$ cat config.mk
export PLATFORM = sky130hd
export DESIGN_NAME = text_console_cursor_engine_core
export DESIGN_NICKNAME = d
export VERILOG_FILES = /design/src/hdl/tcce_pkg.sv /design/src/hdl/tcce_step.sv /design/src/hdl/text_console_cursor_engine_core.sv
export SDC_FILE = /design/constraint.sdc
export NUM_CORES = 1
export LEC_CHECK = 0
export ABC_CLOCK_PERIOD_IN_PS = 7000
export BUFFER_PORTS_ARGS = -buffer_cell sky130_fd_sc_hd__buf_2
export CELL_PAD_IN_SITES_DETAIL_PLACEMENT = 0
export CELL_PAD_IN_SITES_GLOBAL_PLACEMENT = 2
export CORE_MARGIN = 2
export CORE_UTILIZATION = 38
export DETAILED_ROUTE_END_ITERATION = 6
export GPL_TIMING_DRIVEN = 1
export HOLD_SLACK_MARGIN = 0.12
export PLACE_DENSITY_LB_ADDON = 0.1
export SKIP_LAST_GASP = 1
export SYNTH_ARGS = -nofsm -noshare
export SYNTH_HDL_FRONTEND = slang
export SYNTH_SLANG_ARGS = --single-unit
$ cat constraint.sdc
create_clock -name aclk -period 7 [get_ports aclk]
set_input_delay 0.35 -clock aclk [delete_from_list [all_inputs] [get_ports aclk]]
set_output_delay 0.35 -clock aclk [all_outputs]
set_load 0.02 [all_outputs]
$ cat src/hdl/tcce_pkg.sv
// ----------------------------------------------------------------------------
// tcce_pkg - shared types and constants of the text console cursor engine
// Character codes, grid command format and default geometry.
// ----------------------------------------------------------------------------
package tcce_pkg;

    // Default grid geometry
    localparam int COLUMNS_DEF    = 71;
    localparam int BOTTOM_ROW_DEF = 28;

    // Fixed widths of the command fields
    localparam int CODE_W     = 8;
    localparam int CELL_COL_W = 7;
    localparam int CELL_ROW_W = 5;
    localparam int LINES_W    = 2;

    // Tab stops fall on multiples of 8
    localparam int TAB_STOP_BITS = 3;

    // Character codes
    localparam logic [CODE_W-1:0] CH_NUL   = 8'h00;
    localparam logic [CODE_W-1:0] CH_TAB   = 8'h09;
    localparam logic [CODE_W-1:0] CH_LF    = 8'h0A;
    localparam logic [CODE_W-1:0] CH_SPACE = 8'h20;
    localparam logic [CODE_W-1:0] CH_QMARK = 8'h3F;
    localparam logic [CODE_W-1:0] CH_TILDE = 8'h7E;

    typedef enum logic [0:0] {
        CMD_WRITE  = 1'b0,
        CMD_SCROLL = 1'b1
    } cmd_kind_t;

    // One grid command
    typedef struct packed {
        cmd_kind_t              kind;
        logic [CELL_COL_W-1:0]  column;
        logic [CELL_ROW_W-1:0]  row;
        logic [CODE_W-1:0]      code;
        logic [LINES_W-1:0]     lines;
        logic                   last;
    } cmd_t;

    // Outcome of one step of the cursor engine
    typedef struct packed {
        logic has_cmd;   // the step produces a grid command
        logic done;      // the character is fully consumed after this step
        cmd_t cmd;
    } step_t;

endpackage

$ cat src/hdl/tcce_step.sv
// ----------------------------------------------------------------------------
// tcce_step - one step of the cursor engine
// Given the character in work and the cursor, produces at most one grid
// command and the cursor after it. Purely combinational.
// ----------------------------------------------------------------------------
module tcce_step
    import tcce_pkg::*;
#(
    parameter int COLUMNS    = COLUMNS_DEF,
    parameter int BOTTOM_ROW = BOTTOM_ROW_DEF,
    parameter int COL_W      = $clog2(COLUMNS + 1),
    parameter int ROW_W      = $clog2(BOTTOM_ROW + 3)
) (
    input  logic [CODE_W-1:0] character,
    input  logic [COL_W-1:0]  col,
    input  logic [ROW_W-1:0]  row,
    output logic [COL_W-1:0]  col_next,
    output logic [ROW_W-1:0]  row_next,
    output step_t             step
);

    localparam logic [ROW_W-1:0] BOTTOM  = ROW_W'(BOTTOM_ROW);
    localparam logic [COL_W-1:0] COL_END = COL_W'(COLUMNS);

    logic [ROW_W-1:0] row_inc;
    logic [COL_W-1:0] col_inc;
    logic [ROW_W-1:0] excess;
    logic [ROW_W-1:0] nl_excess;
    logic [CODE_W-1:0] write_code;
    logic              unprintable;

    assign row_inc   = row + ROW_W'(1);
    assign col_inc   = col + COL_W'(1);
    assign excess    = row - BOTTOM;
    assign nl_excess = row_inc - BOTTOM;

    // Map control and high codes to a question mark; tabs write spaces
    assign unprintable = ((character != CH_NUL) && (character < CH_SPACE)) ||
                         (character > CH_TILDE);
    always_comb begin
        if (character == CH_TAB) begin
            write_code = CH_SPACE;
        end else if (unprintable) begin
            write_code = CH_QMARK;
        end else begin
            write_code = character;
        end
    end

    // Pick scroll, write or nothing for this step
    always_comb begin
        col_next         = col;
        row_next         = row;
        step.has_cmd     = 1'b0;
        step.done        = 1'b1;
        step.cmd.kind    = CMD_WRITE;
        step.cmd.column  = '0;
        step.cmd.row     = '0;
        step.cmd.code    = '0;
        step.cmd.lines   = '0;

        if (character == CH_NUL) begin
            // drop: no command, cursor holds
        end else if (character == CH_LF) begin
            col_next = '0;
            if (row_inc > BOTTOM) begin
                step.has_cmd   = 1'b1;
                step.cmd.kind  = CMD_SCROLL;
                step.cmd.lines = LINES_W'(nl_excess);
                row_next       = BOTTOM;
            end else begin
                row_next = row_inc;
            end
        end else if (row > BOTTOM) begin
            // scroll left over from a wrap comes before the write
            step.has_cmd   = 1'b1;
            step.done      = 1'b0;
            step.cmd.kind  = CMD_SCROLL;
            step.cmd.lines = LINES_W'(excess);
            row_next       = BOTTOM;
        end else begin
            step.has_cmd    = 1'b1;
            step.cmd.kind   = CMD_WRITE;
            step.cmd.column = CELL_COL_W'(col);
            step.cmd.row    = CELL_ROW_W'(row);
            step.cmd.code   = write_code;
            if (col_inc >= COL_END) begin
                col_next = '0;
                row_next = row_inc;
            end else begin
                col_next = col_inc;
            end
            if (character == CH_TAB) begin
                step.done = (col_next[TAB_STOP_BITS-1:0] == '0);
            end
        end

        step.cmd.last = step.done;
    end

endmodule

$ cat src/hdl/text_console_cursor_engine_core.sv
// ----------------------------------------------------------------------------
// text_console_cursor_engine_core - text console cursor engine
// Takes one character per request, tracks the cursor and issues write-cell
// and scroll-up commands for an external character grid.
// ----------------------------------------------------------------------------
//
//  Port group     | Direction | Handshake          | Payload
//  ---------------+-----------+--------------------+-----------------------------
//  s_*            | in        | s_valid / s_ready  | s_character
//  m_*            | out       | m_valid / m_ready  | command, cell, lines, last
//  cfg_*          | in        | cfg_we (no wait)   | cfg_wdata (console enabled)
//
//  A character sits in the work register and advances one step per cycle,
//  unless its command finds the result register full. Each step gives at
//  most one command: a printable character gives one write, after a scroll
//  if one is pending, and a tab up to 8 writes (one per space), likewise.
//  The next character is taken in the cycle the current one finishes.
//  A stalled result register holds the work step that would emit a command.
//  Reset is synchronous, active low; it clears the cursor, the enable and
//  both valid flags.
// ----------------------------------------------------------------------------
module text_console_cursor_engine_core
    import tcce_pkg::*;
#(
    parameter int COLUMNS    = COLUMNS_DEF,
    parameter int BOTTOM_ROW = BOTTOM_ROW_DEF
) (
    input  logic                  aclk,
    input  logic                  aresetn,

    input  logic                  cfg_we,
    input  logic                  cfg_wdata,

    input  logic                  s_valid,
    output logic                  s_ready,
    input  logic [CODE_W-1:0]     s_character,

    output logic                  m_valid,
    input  logic                  m_ready,
    output logic                  m_command_kind,
    output logic [CELL_COL_W-1:0] m_cell_column,
    output logic [CELL_ROW_W-1:0] m_cell_row,
    output logic [CODE_W-1:0]     m_cell_code,
    output logic [LINES_W-1:0]    m_scroll_lines,
    output logic                  m_last_of_run
);

    localparam int COL_W = $clog2(COLUMNS + 1);
    localparam int ROW_W = $clog2(BOTTOM_ROW + 3);

    logic              enabled_reg;
    logic              work_valid_reg;
    logic [CODE_W-1:0] work_char_reg;
    logic [COL_W-1:0]  col_reg;
    logic [ROW_W-1:0]  row_reg;
    logic              m_valid_reg;
    cmd_t              cmd_reg;

    logic [COL_W-1:0]  col_next;
    logic [ROW_W-1:0]  row_next;
    step_t             step;
    logic              out_free;
    logic              emit;
    logic              step_go;
    logic              s_take;

    tcce_step #(
        .COLUMNS    (COLUMNS),
        .BOTTOM_ROW (BOTTOM_ROW),
        .COL_W      (COL_W),
        .ROW_W      (ROW_W)
    ) u_step (
        .character (work_char_reg),
        .col       (col_reg),
        .row       (row_reg),
        .col_next  (col_next),
        .row_next  (row_next),
        .step      (step)
    );

    // Advance a step when its command, if any, has room in the result register
    assign out_free = !m_valid_reg || m_ready;
    assign emit     = step.has_cmd && enabled_reg;
    assign step_go  = work_valid_reg && (!emit || out_free);
    assign s_ready  = !work_valid_reg || (step_go && step.done);
    assign s_take   = s_valid && s_ready;

    // Hold configuration, work item, cursor and result
    always_ff @(posedge aclk) begin
        if (!aresetn) begin
            enabled_reg    <= 1'b0;
            work_valid_reg <= 1'b0;
            col_reg        <= '0;
            row_reg        <= '0;
            m_valid_reg    <= 1'b0;
        end else begin
            if (cfg_we) begin
                enabled_reg <= cfg_wdata;
            end

            if (s_take) begin
                work_valid_reg <= 1'b1;
            end else if (step_go && step.done) begin
                work_valid_reg <= 1'b0;
            end

            if (step_go) begin
                col_reg <= col_next;
                row_reg <= row_next;
            end

            if (step_go && emit) begin
                m_valid_reg <= 1'b1;
            end else if (m_ready) begin
                m_valid_reg <= 1'b0;
            end
        end
    end

    // Load payloads without reset
    always_ff @(posedge aclk) begin
        if (s_take) begin
            work_char_reg <= s_character;
        end
        if (step_go && emit) begin
            cmd_reg <= step.cmd;
        end
    end

    assign m_valid        = m_valid_reg;
    assign m_command_kind = cmd_reg.kind;
    assign m_cell_column  = cmd_reg.column;
    assign m_cell_row     = cmd_reg.row;
    assign m_cell_code    = cmd_reg.code;
    assign m_scroll_lines = cmd_reg.lines;
    assign m_last_of_run  = cmd_reg.last;

    // Cursor stays within the grid, at most one row past the bottom
    assert property (@(posedge aclk) disable iff (!aresetn)
        (col_reg < COL_W'(COLUMNS)) && (row_reg <= ROW_W'(BOTTOM_ROW + 1)))
        else $error("cursor out of range");

    // A scroll moves one or two lines and carries no cell
    assert property (@(posedge aclk) disable iff (!aresetn)
        (m_valid_reg && (cmd_reg.kind == CMD_SCROLL)) |->
        ((cmd_reg.lines == LINES_W'(1)) || (cmd_reg.lines == LINES_W'(2))) &&
        (cmd_reg.column == '0) && (cmd_reg.row == '0) && (cmd_reg.code == '0))
        else $error("malformed scroll command");

    // A write lands on the grid and scrolls nothing
    assert property (@(posedge aclk) disable iff (!aresetn)
        (m_valid_reg && (cmd_reg.kind == CMD_WRITE)) |->
        (cmd_reg.lines == '0) && (cmd_reg.row <= CELL_ROW_W'(BOTTOM_ROW)) &&
        (cmd_reg.column < CELL_COL_W'(COLUMNS)))
        else $error("malformed write command");

    // A scroll that does not finish its character leaves that character in work
    assert property (@(posedge aclk) disable iff (!aresetn)
        (m_valid_reg && (cmd_reg.kind == CMD_SCROLL) && !cmd_reg.last) |->
        work_valid_reg)
        else $error("scroll issued without a following write");

    // With the console detached no command appears
    assert property (@(posedge aclk) disable iff (!aresetn)
        (!enabled_reg && !m_valid_reg && !cfg_we) |=> !m_valid_reg)
        else $error("command issued while console detached");

endmodule

==> results of run 1 <==
## cell type report
type	instances	area, um^2
clock inverters	1	5.00
repair buffers	40	203
flip-flops and latches	47	1260
fillers	553	3220
clock buffers	7	86.3
multi-input cells	141	948
inverters	9	33.8
well taps	75	93.8
## power by group through the flow
| stage | logic [mW] | registers, mW | clock network, mW |
|---|---|---|---|
| final | 0.0255 | 0.308 | 0.169 |
| after global routing | 0.0288 | 0.309 | 0.186 |
| after CTS | 0.0258 | 0.308 | 0.172 |
| after detailed placement | 0.0257 | 0.314 | 0 |
| after global placement | 0.0251 | 0.314 | 0 |
| after floorplan | 0.0160 | 0.314 | 0 |
## placed cells by master, fill, tap and decap left out, types with 2 or more instances in the layout
| master | netlist | final |
|---|---|---|
| xor2_1 | 3 | 3 |
| nor2b_1 | 2 | 2 |
| buf_2 | 2 | 39 |
| or4_1 | 3 | 3 |
| a31oi_1 | 2 | 2 |
| mux2i_1 | 5 | 5 |
| clkbuf_8 | 0 | 6 |
| edfxtp_1 | 32 | 32 |
| nand3_1 | 10 | 10 |
| o22ai_1 | 2 | 2 |
| a21oi_2 | 1 | 2 |
| o31ai_1 | 2 | 2 |
| nor2_1 | 16 | 16 |
| and2_1 | 9 | 9 |
| a21oi_1 | 8 | 7 |
| nand4_1 | 2 | 2 |
| nor3_1 | 10 | 10 |
| a21boi_0 | 3 | 3 |
| or3_1 | 3 | 3 |
| o211a_1 | 2 | 2 |
| a211o_1 | 2 | 2 |
| dfxtp_1 | 15 | 15 |
| o21ai_0 | 5 | 5 |
| o21a_1 | 6 | 6 |
| nand3b_1 | 2 | 2 |
| nor3b_1 | 2 | 2 |
| ha_1 | 4 | 4 |
| inv_1 | 8 | 8 |
| nand2_1 | 15 | 15 |
## per-stage QoR
stage	utilization [%]	worst slack [ns]
after global routing	45.0	3.86
after CTS	45.0	4.08
after detailed placement	43.4	4.24
after global placement	43.4	4.40
final	45.0	4.13
after floorplan	-	4.26
## worst max-delay path, delay by kind of cell, from the launching register on
kind	cells	cell delay, ns
simple gates	3	1.18
compound gates	1	0.34
flops	1	0.47
buf+inv	1	0.24
## per-layer routing
metal  vias up  share of wire (%)
met5         -                  0
met4         0                1.3
met3         7                5.0
met2        42                 50
met1       801                 44
li1        835                  -
## kinds of logic (layout without fill, tap and decap cells)
logic type / after synthesis / after routing / share of synthesized area [%]
other: 1 / 1 / 0.165
AO/OA/AOI/OAI: 42 / 42 / 13.5
adder cells (fa/ha/maj): 4 / 4 / 2.20
multiplexers: 5 / 5 / 2.20
buffers and inverters: 15 / 57 / 3.08
flip-flops: 47 / 47 / 55.4
XOR/XNOR: 4 / 4 / 1.87
AND/OR/NAND/NOR: 85 / 85 / 21.6
## worst paths after layout
check / startpoint / to / slack [ns] / depth (start not counted)
max: work_char_reg[4] / s_ready / 4.13 / 5
max reg2reg: work_char_reg[4] / work_char_reg[5] / 4.28 / 5
min reg2reg: row_reg[3] / row_reg[3] / 0.54 / 2
min: s_character[7] / work_char_reg[7] / 0.23 / 1
==> flow_metrics.py, run 1 <==
metrics = {
    "status": {
        "outcome": "complete, no violations",
    },
    "placed_design": {
        "place_congestion": 0.757,
        "io_buffers": 39,
        "dp_hpwl_um": 3730,
        "place_area_um2": 2540,
        "place_inst": 312,
    },
    "setup_path": {
        "crit_path_end_kind": "output port",
        "slowest_stage": "nor4b_2",
        "worstPathMaxFanout": 8,
        "start_kind": "flop",
        "cp.arrival_ns": 2.52,
        "cpPeakStageDelay_ns": 0.70,
        "crit_required_ns": 6.65,
        "cp_cell_sequence": "nor4_1, nor4b_2, nor2b_1, o31ai_1, buf_2",
        "path_class": "reg -> out",
    },
    "cts": {
        "cts_tree": "yes",
        "clk_pin_slew_ns": 0.08,
        "h-tree-depth": 2,
        "numClockSinks": 47,
        "clockRootBuffer": "clkbuf_8",
        "hold_buffers": 0,
        "clk_path_buf_depth": 2,
        "cts_resized": 0,
        "cts_setup_buffers": 0,
        "cts_made_buffers": 5,
        "insertion_delay_ns": 0.30,
    },
    "detailed_routing": {
        "routedWlPerCell_um": 15.5,
        "antenna_left": 0,
        "via_per_inst": 5.27,
        "drc": 0,
        "drt_iter0_drc": 139,
        "vias": 1685,
        "drt-total-wl_um": 4950,
        "firstDrtPassIters": 4,
    },
    "global_routing": {
        "grt_usage_pct": 16.1,
        "grt_max_degree": 18,
        "busiest_layer": "met2",
        "grtUsageMet3_pct": 3.11,
        "overflow": 0,
        "antenna_found_initial": 0,
        "grt_util_met2_pct": 27.5,
        "grt_pass1_vias": 1622,
        "grt_pass1_wl_um": 8010,
        "gr-usage-met1_pct": 20.4,
    },
    "cells_and_area": {
        "stdcell_area_um2": 2630,
        "final_net_count": 262,
        "syn2layout_area_growth_pct": 15.6,
        "drive_gt1_share_pct": 24.9,
        "n_antenna_cell": 0,
        "final_cells": 320,
    },
    "power": {
        "pwr_density_cell_nw_per_um2": 191,
        "switching_power_uw": 111,
        "p_int_uw": 391,
        "pwr-share-clk_pct": 33.6,
        "p_seq_share_pct": 61.3,
        "totalPowerFinal_uw": 502,
        "leakagePower_nw": 0.999,
        "combPwrFrac_pct": 5.1,
        "p_sw_share_pct": 22.1,
        "ir_worst_vdd_mv": 0.102,
    },
    "yosys": {
        "synth.yosys.seq_area_share_pct": 55.4,
        "synth-edff-count": 32,
        "synthDistinctLibCells": 54,
        "synthesis.area_um2": 2280,
        "synth_seq_cells": 47,
        "ys_top_cells_by_count": "edfxtp_1 (32), nor2_1 (16), dfxtp_1 (15), nand2_1 (15)",
        "syn-num-nets": 221,
        "ys.flop_type": "edfxtp_1",
        "yosysTopAreaCell": "edfxtp_1",
        "syn_inst": 203,
        "yosys_warnings": 0,
        "synth.most_common_cell": "edfxtp_1",
        "synth_top_area_share_pct": 42.2,
        "ys_top_cells_by_area": "edfxtp_1 (42%), dfxtp_1 (13%), nor2_1 (2.6%)",
        "ys_async_sr_fraction_pct": 0,
        "synth_area_per_cell_um2": 11.2,
    },
    "timing": {
        "period_needed_ns": 2.87,
        "tightest_slew_ns": 0.792,
        "fmax_mhz": 348,
        "hold_violations": 0,
        "finalClockSkew_ns": 0.0107,
        "rsz0062_at_grt": "no",
        "setup_viol": 0,
        "slew_viol_final": 0,
        "finalCritPeriodShare_pct": 41.0,
        "relSlewSlack_pct": 47.0,
        "hold_ws_ns": 0.229,
        "tns_ns": 0,
    },
    "die": {
        "core_area_um2": 5850,
        "start_util_pct": 38.9,
        "die-area_um2": 6620,
        "ios": 40,
        "rows": 28,
        "die_x_um": 81.4,
        "die_h_um": 81.4,
    },
    "worst_hold_path": {
        "hold_class": "in -> reg",
    },
    "flow_run": {
        "maxCapViolCount": 0,
    },
}
Note: power is estimated with default switching activity, not from simulation.
==> run 2, diff against run 1 <==
--- a/config.mk
+++ b/config.mk
@@ -5,12 +5,12 @@
 export SDC_FILE = /design/constraint.sdc
 export NUM_CORES = 1
 export LEC_CHECK = 0
-export ABC_CLOCK_PERIOD_IN_PS = 7000
+export ABC_CLOCK_PERIOD_IN_PS = 2820
 export BUFFER_PORTS_ARGS = -buffer_cell sky130_fd_sc_hd__buf_2
 export CELL_PAD_IN_SITES_DETAIL_PLACEMENT = 0
 export CELL_PAD_IN_SITES_GLOBAL_PLACEMENT = 2
 export CORE_MARGIN = 2
-export CORE_UTILIZATION = 38
+export CORE_UTILIZATION = 36
 export DETAILED_ROUTE_END_ITERATION = 6
 export GPL_TIMING_DRIVEN = 1
 export HOLD_SLACK_MARGIN = 0.12
==> constraint.sdc (replaced) <==
create_clock -name aclk -period 2.82 [get_ports aclk]
set_input_delay 0.141 -clock aclk [delete_from_list [all_inputs] [get_ports aclk]]
set_output_delay 0.141 -clock aclk [all_outputs]
set_load 0.02 [all_outputs]
==> flow_metrics.py, run 2 (synthesis gave the netlist of run 1 again) <==
metrics = {
    "detailed_routing": {
        "antenna_left": 0,
        "via_per_inst": 5.21,
        "firstDrtPassIters": 4,
        "routedWlPerCell_um": 15.3,
        "vias": 1762,
        "drc": 0,
        "drt-total-wl_um": 5160,
        "drt_iter0_drc": 63,
    },
    "timing": {
        "rsz0062_at_grt": "no",
        "finalCritPeriodShare_pct": 89.1,
        "tns_ns": 0,
        "tightest_slew_ns": 0.654,
        "hold_ws_ns": 0.167,
        "hold_violations": 0,
        "finalClockSkew_ns": 0.0104,
        "setup_slack_ns": 0.308,
        "fmax_mhz": 398,
        "setup_viol": 0,
        "period_needed_ns": 2.51,
        "relSlewSlack_pct": 56.1,
        "slew_viol_final": 0,
    },
    "setup_path": {
        "worstPathMaxFanout": 4,
        "regToRegStartpoint": "col_reg[0]",
        "crit_required_ns": 2.68,
        "cp.arrival_ns": 2.37,
        "r2r_slack_ns": 0.42,
        "rr_worst_depth": 7,
        "crit_path_end_kind": "output port",
        "path_class": "reg -> out",
        "start_kind": "flop",
        "reg2reg_to": "work_char_reg[0]",
    },
    "placed_design": {
        "place_congestion": 0.782,
        "dp_hpwl_um": 3690,
        "io_buffers": 39,
        "pre_cts_ws_ns": 0.413,
    },
    "global_routing": {
        "grt_pass1_wl_um": 8640,
        "antenna_found_initial": 0,
        "grt_pass1_vias": 1721,
        "grt_usage_pct": 15.5,
        "grt_max_degree": 18,
        "overflow": 0,
    },
    "power": {
        "leakagePower_nw": 1.08,
        "ir_worst_vdd_mv": 0.212,
        "totalPowerFinal_mw": 1.23,
        "pwr_density_cell_nw_per_um2": 443,
    },
    "worst_hold_path": {
        "hold_class": "in -> reg",
        "min_to": "row_reg[4]",
        "hold-path-cell-count": 2,
        "hold_start": "aresetn",
    },
    "cts": {
        "insertion_delay_ns": 0.30,
        "clk_path_buf_depth": 2,
        "clk_pin_slew_ns": 0.09,
        "cts_made_buffers": 5,
        "clockRootBuffer": "clkbuf_8",
        "cts_resized": 0,
        "cts_setup_buffers": 0,
        "cts_tree": "yes",
        "h-tree-depth": 2,
        "numClockSinks": 47,
    },
    "die": {
        "die-area_um2": 6970,
        "rows": 28,
        "die_h_um": 83.5,
        "core_area_um2": 6030,
        "start_util_pct": 37.8,
        "die_x_um": 83.5,
        "ios": 40,
    },
    "flow_run": {
        "maxCapViolCount": 0,
    },
    "cells_and_area": {
        "final_net_count": 280,
        "layout_common_cells": "buf_2 (39), edfxtp_1 (32), nor2_1 (16)",
        "layout_commonest_cell": "buf_2",
        "syn2layout_area_growth_pct": 22.3,
        "n_antenna_cell": 0,
        "drive_gt1_share_pct": 25.5,
    },
    "status": {
        "outcome": "complete, no violations",
    },
}
run 2: cell types whose count changed in the layout (fill, tap and decap cells not counted):
| cell | previous run | this run |
|---|---|---|
| buf_4 | 1 | 8 |
| clkbuf_1 | 1 | 2 |
| clkbuf_8 | 6 | 5 |
| dlygate4sd3_1 | 0 | 11 |
run 2: layout make-up:
type	instances	area, um^2
sequential	47	1260
multi-input combinational	141	948
fill	596	3240
clock buffer	7	76.3
tap	75	93.8
timing repair buffer	58	365
inverter	9	33.8
clock inverter	1	5.00
run 2: how the worst max path moves through the flow:
stage                           startpoint  slack (ns)                to  cells past startpoint
after floorplan           work_char_reg[0]        0.08  work_char_reg[0]                      6
after global placement    work_char_reg[0]        0.44        col_reg[4]                      6
after detailed placement  work_char_reg[0]        0.41  work_char_reg[0]                      6
after CTS                 work_char_reg[4]        0.30           s_ready                      7
after global routing      work_char_reg[4]        0.15           s_ready                      7
final                     work_char_reg[4]        0.31           s_ready                      7
run 2: metal layers:
metal  part of all wire, %  wire length, um  vias to the layer above  GRT usage, %
met5                     0                0                        -             0
li1                      -                -                      872             -
met3                   5.1              261                        7          4.25
met1                    48             2480                      839          21.3
met4                   1.5               75                        0          4.55
met2                    45             2350                       44          24.0
run 2: stage by stage:
step           area [um^2]  std cells  util [%]
4_1_cts               2780        338      46.2
2_1_floorplan         2280        203         -
3_5_place_dp          2590        319      43.0
3_3_place_gp          2590        319      43.0
5_1_grt               2780        338      46.2
6_report              2780        338      46.2
run 2: timing repair:
| item | in CTS | in global routing |
|---|---|---|
| hold endpoints to repair | 10 | 0 |
| hold buffers | 11 | 0 |
| setup endpoints to repair | 0 | 0 |
run 2: power breakdown:
part,switching [mW],leakage (nW),internal (mW)
logic,0.0406,0.598,0.0362
registers,0.0163,0.435,0.748
clock network,0.217,0.0422,0.174
run 2: critical path, stage by stage (launching register included):
cell	delay (ns)
edfxtp_1	0.47
nor4_1	0.34
nor3b_1	0.44
o21ai_0	0.18
a21oi_1	0.21
o31ai_1	0.13
buf_4	0.15
buf_2	0.15
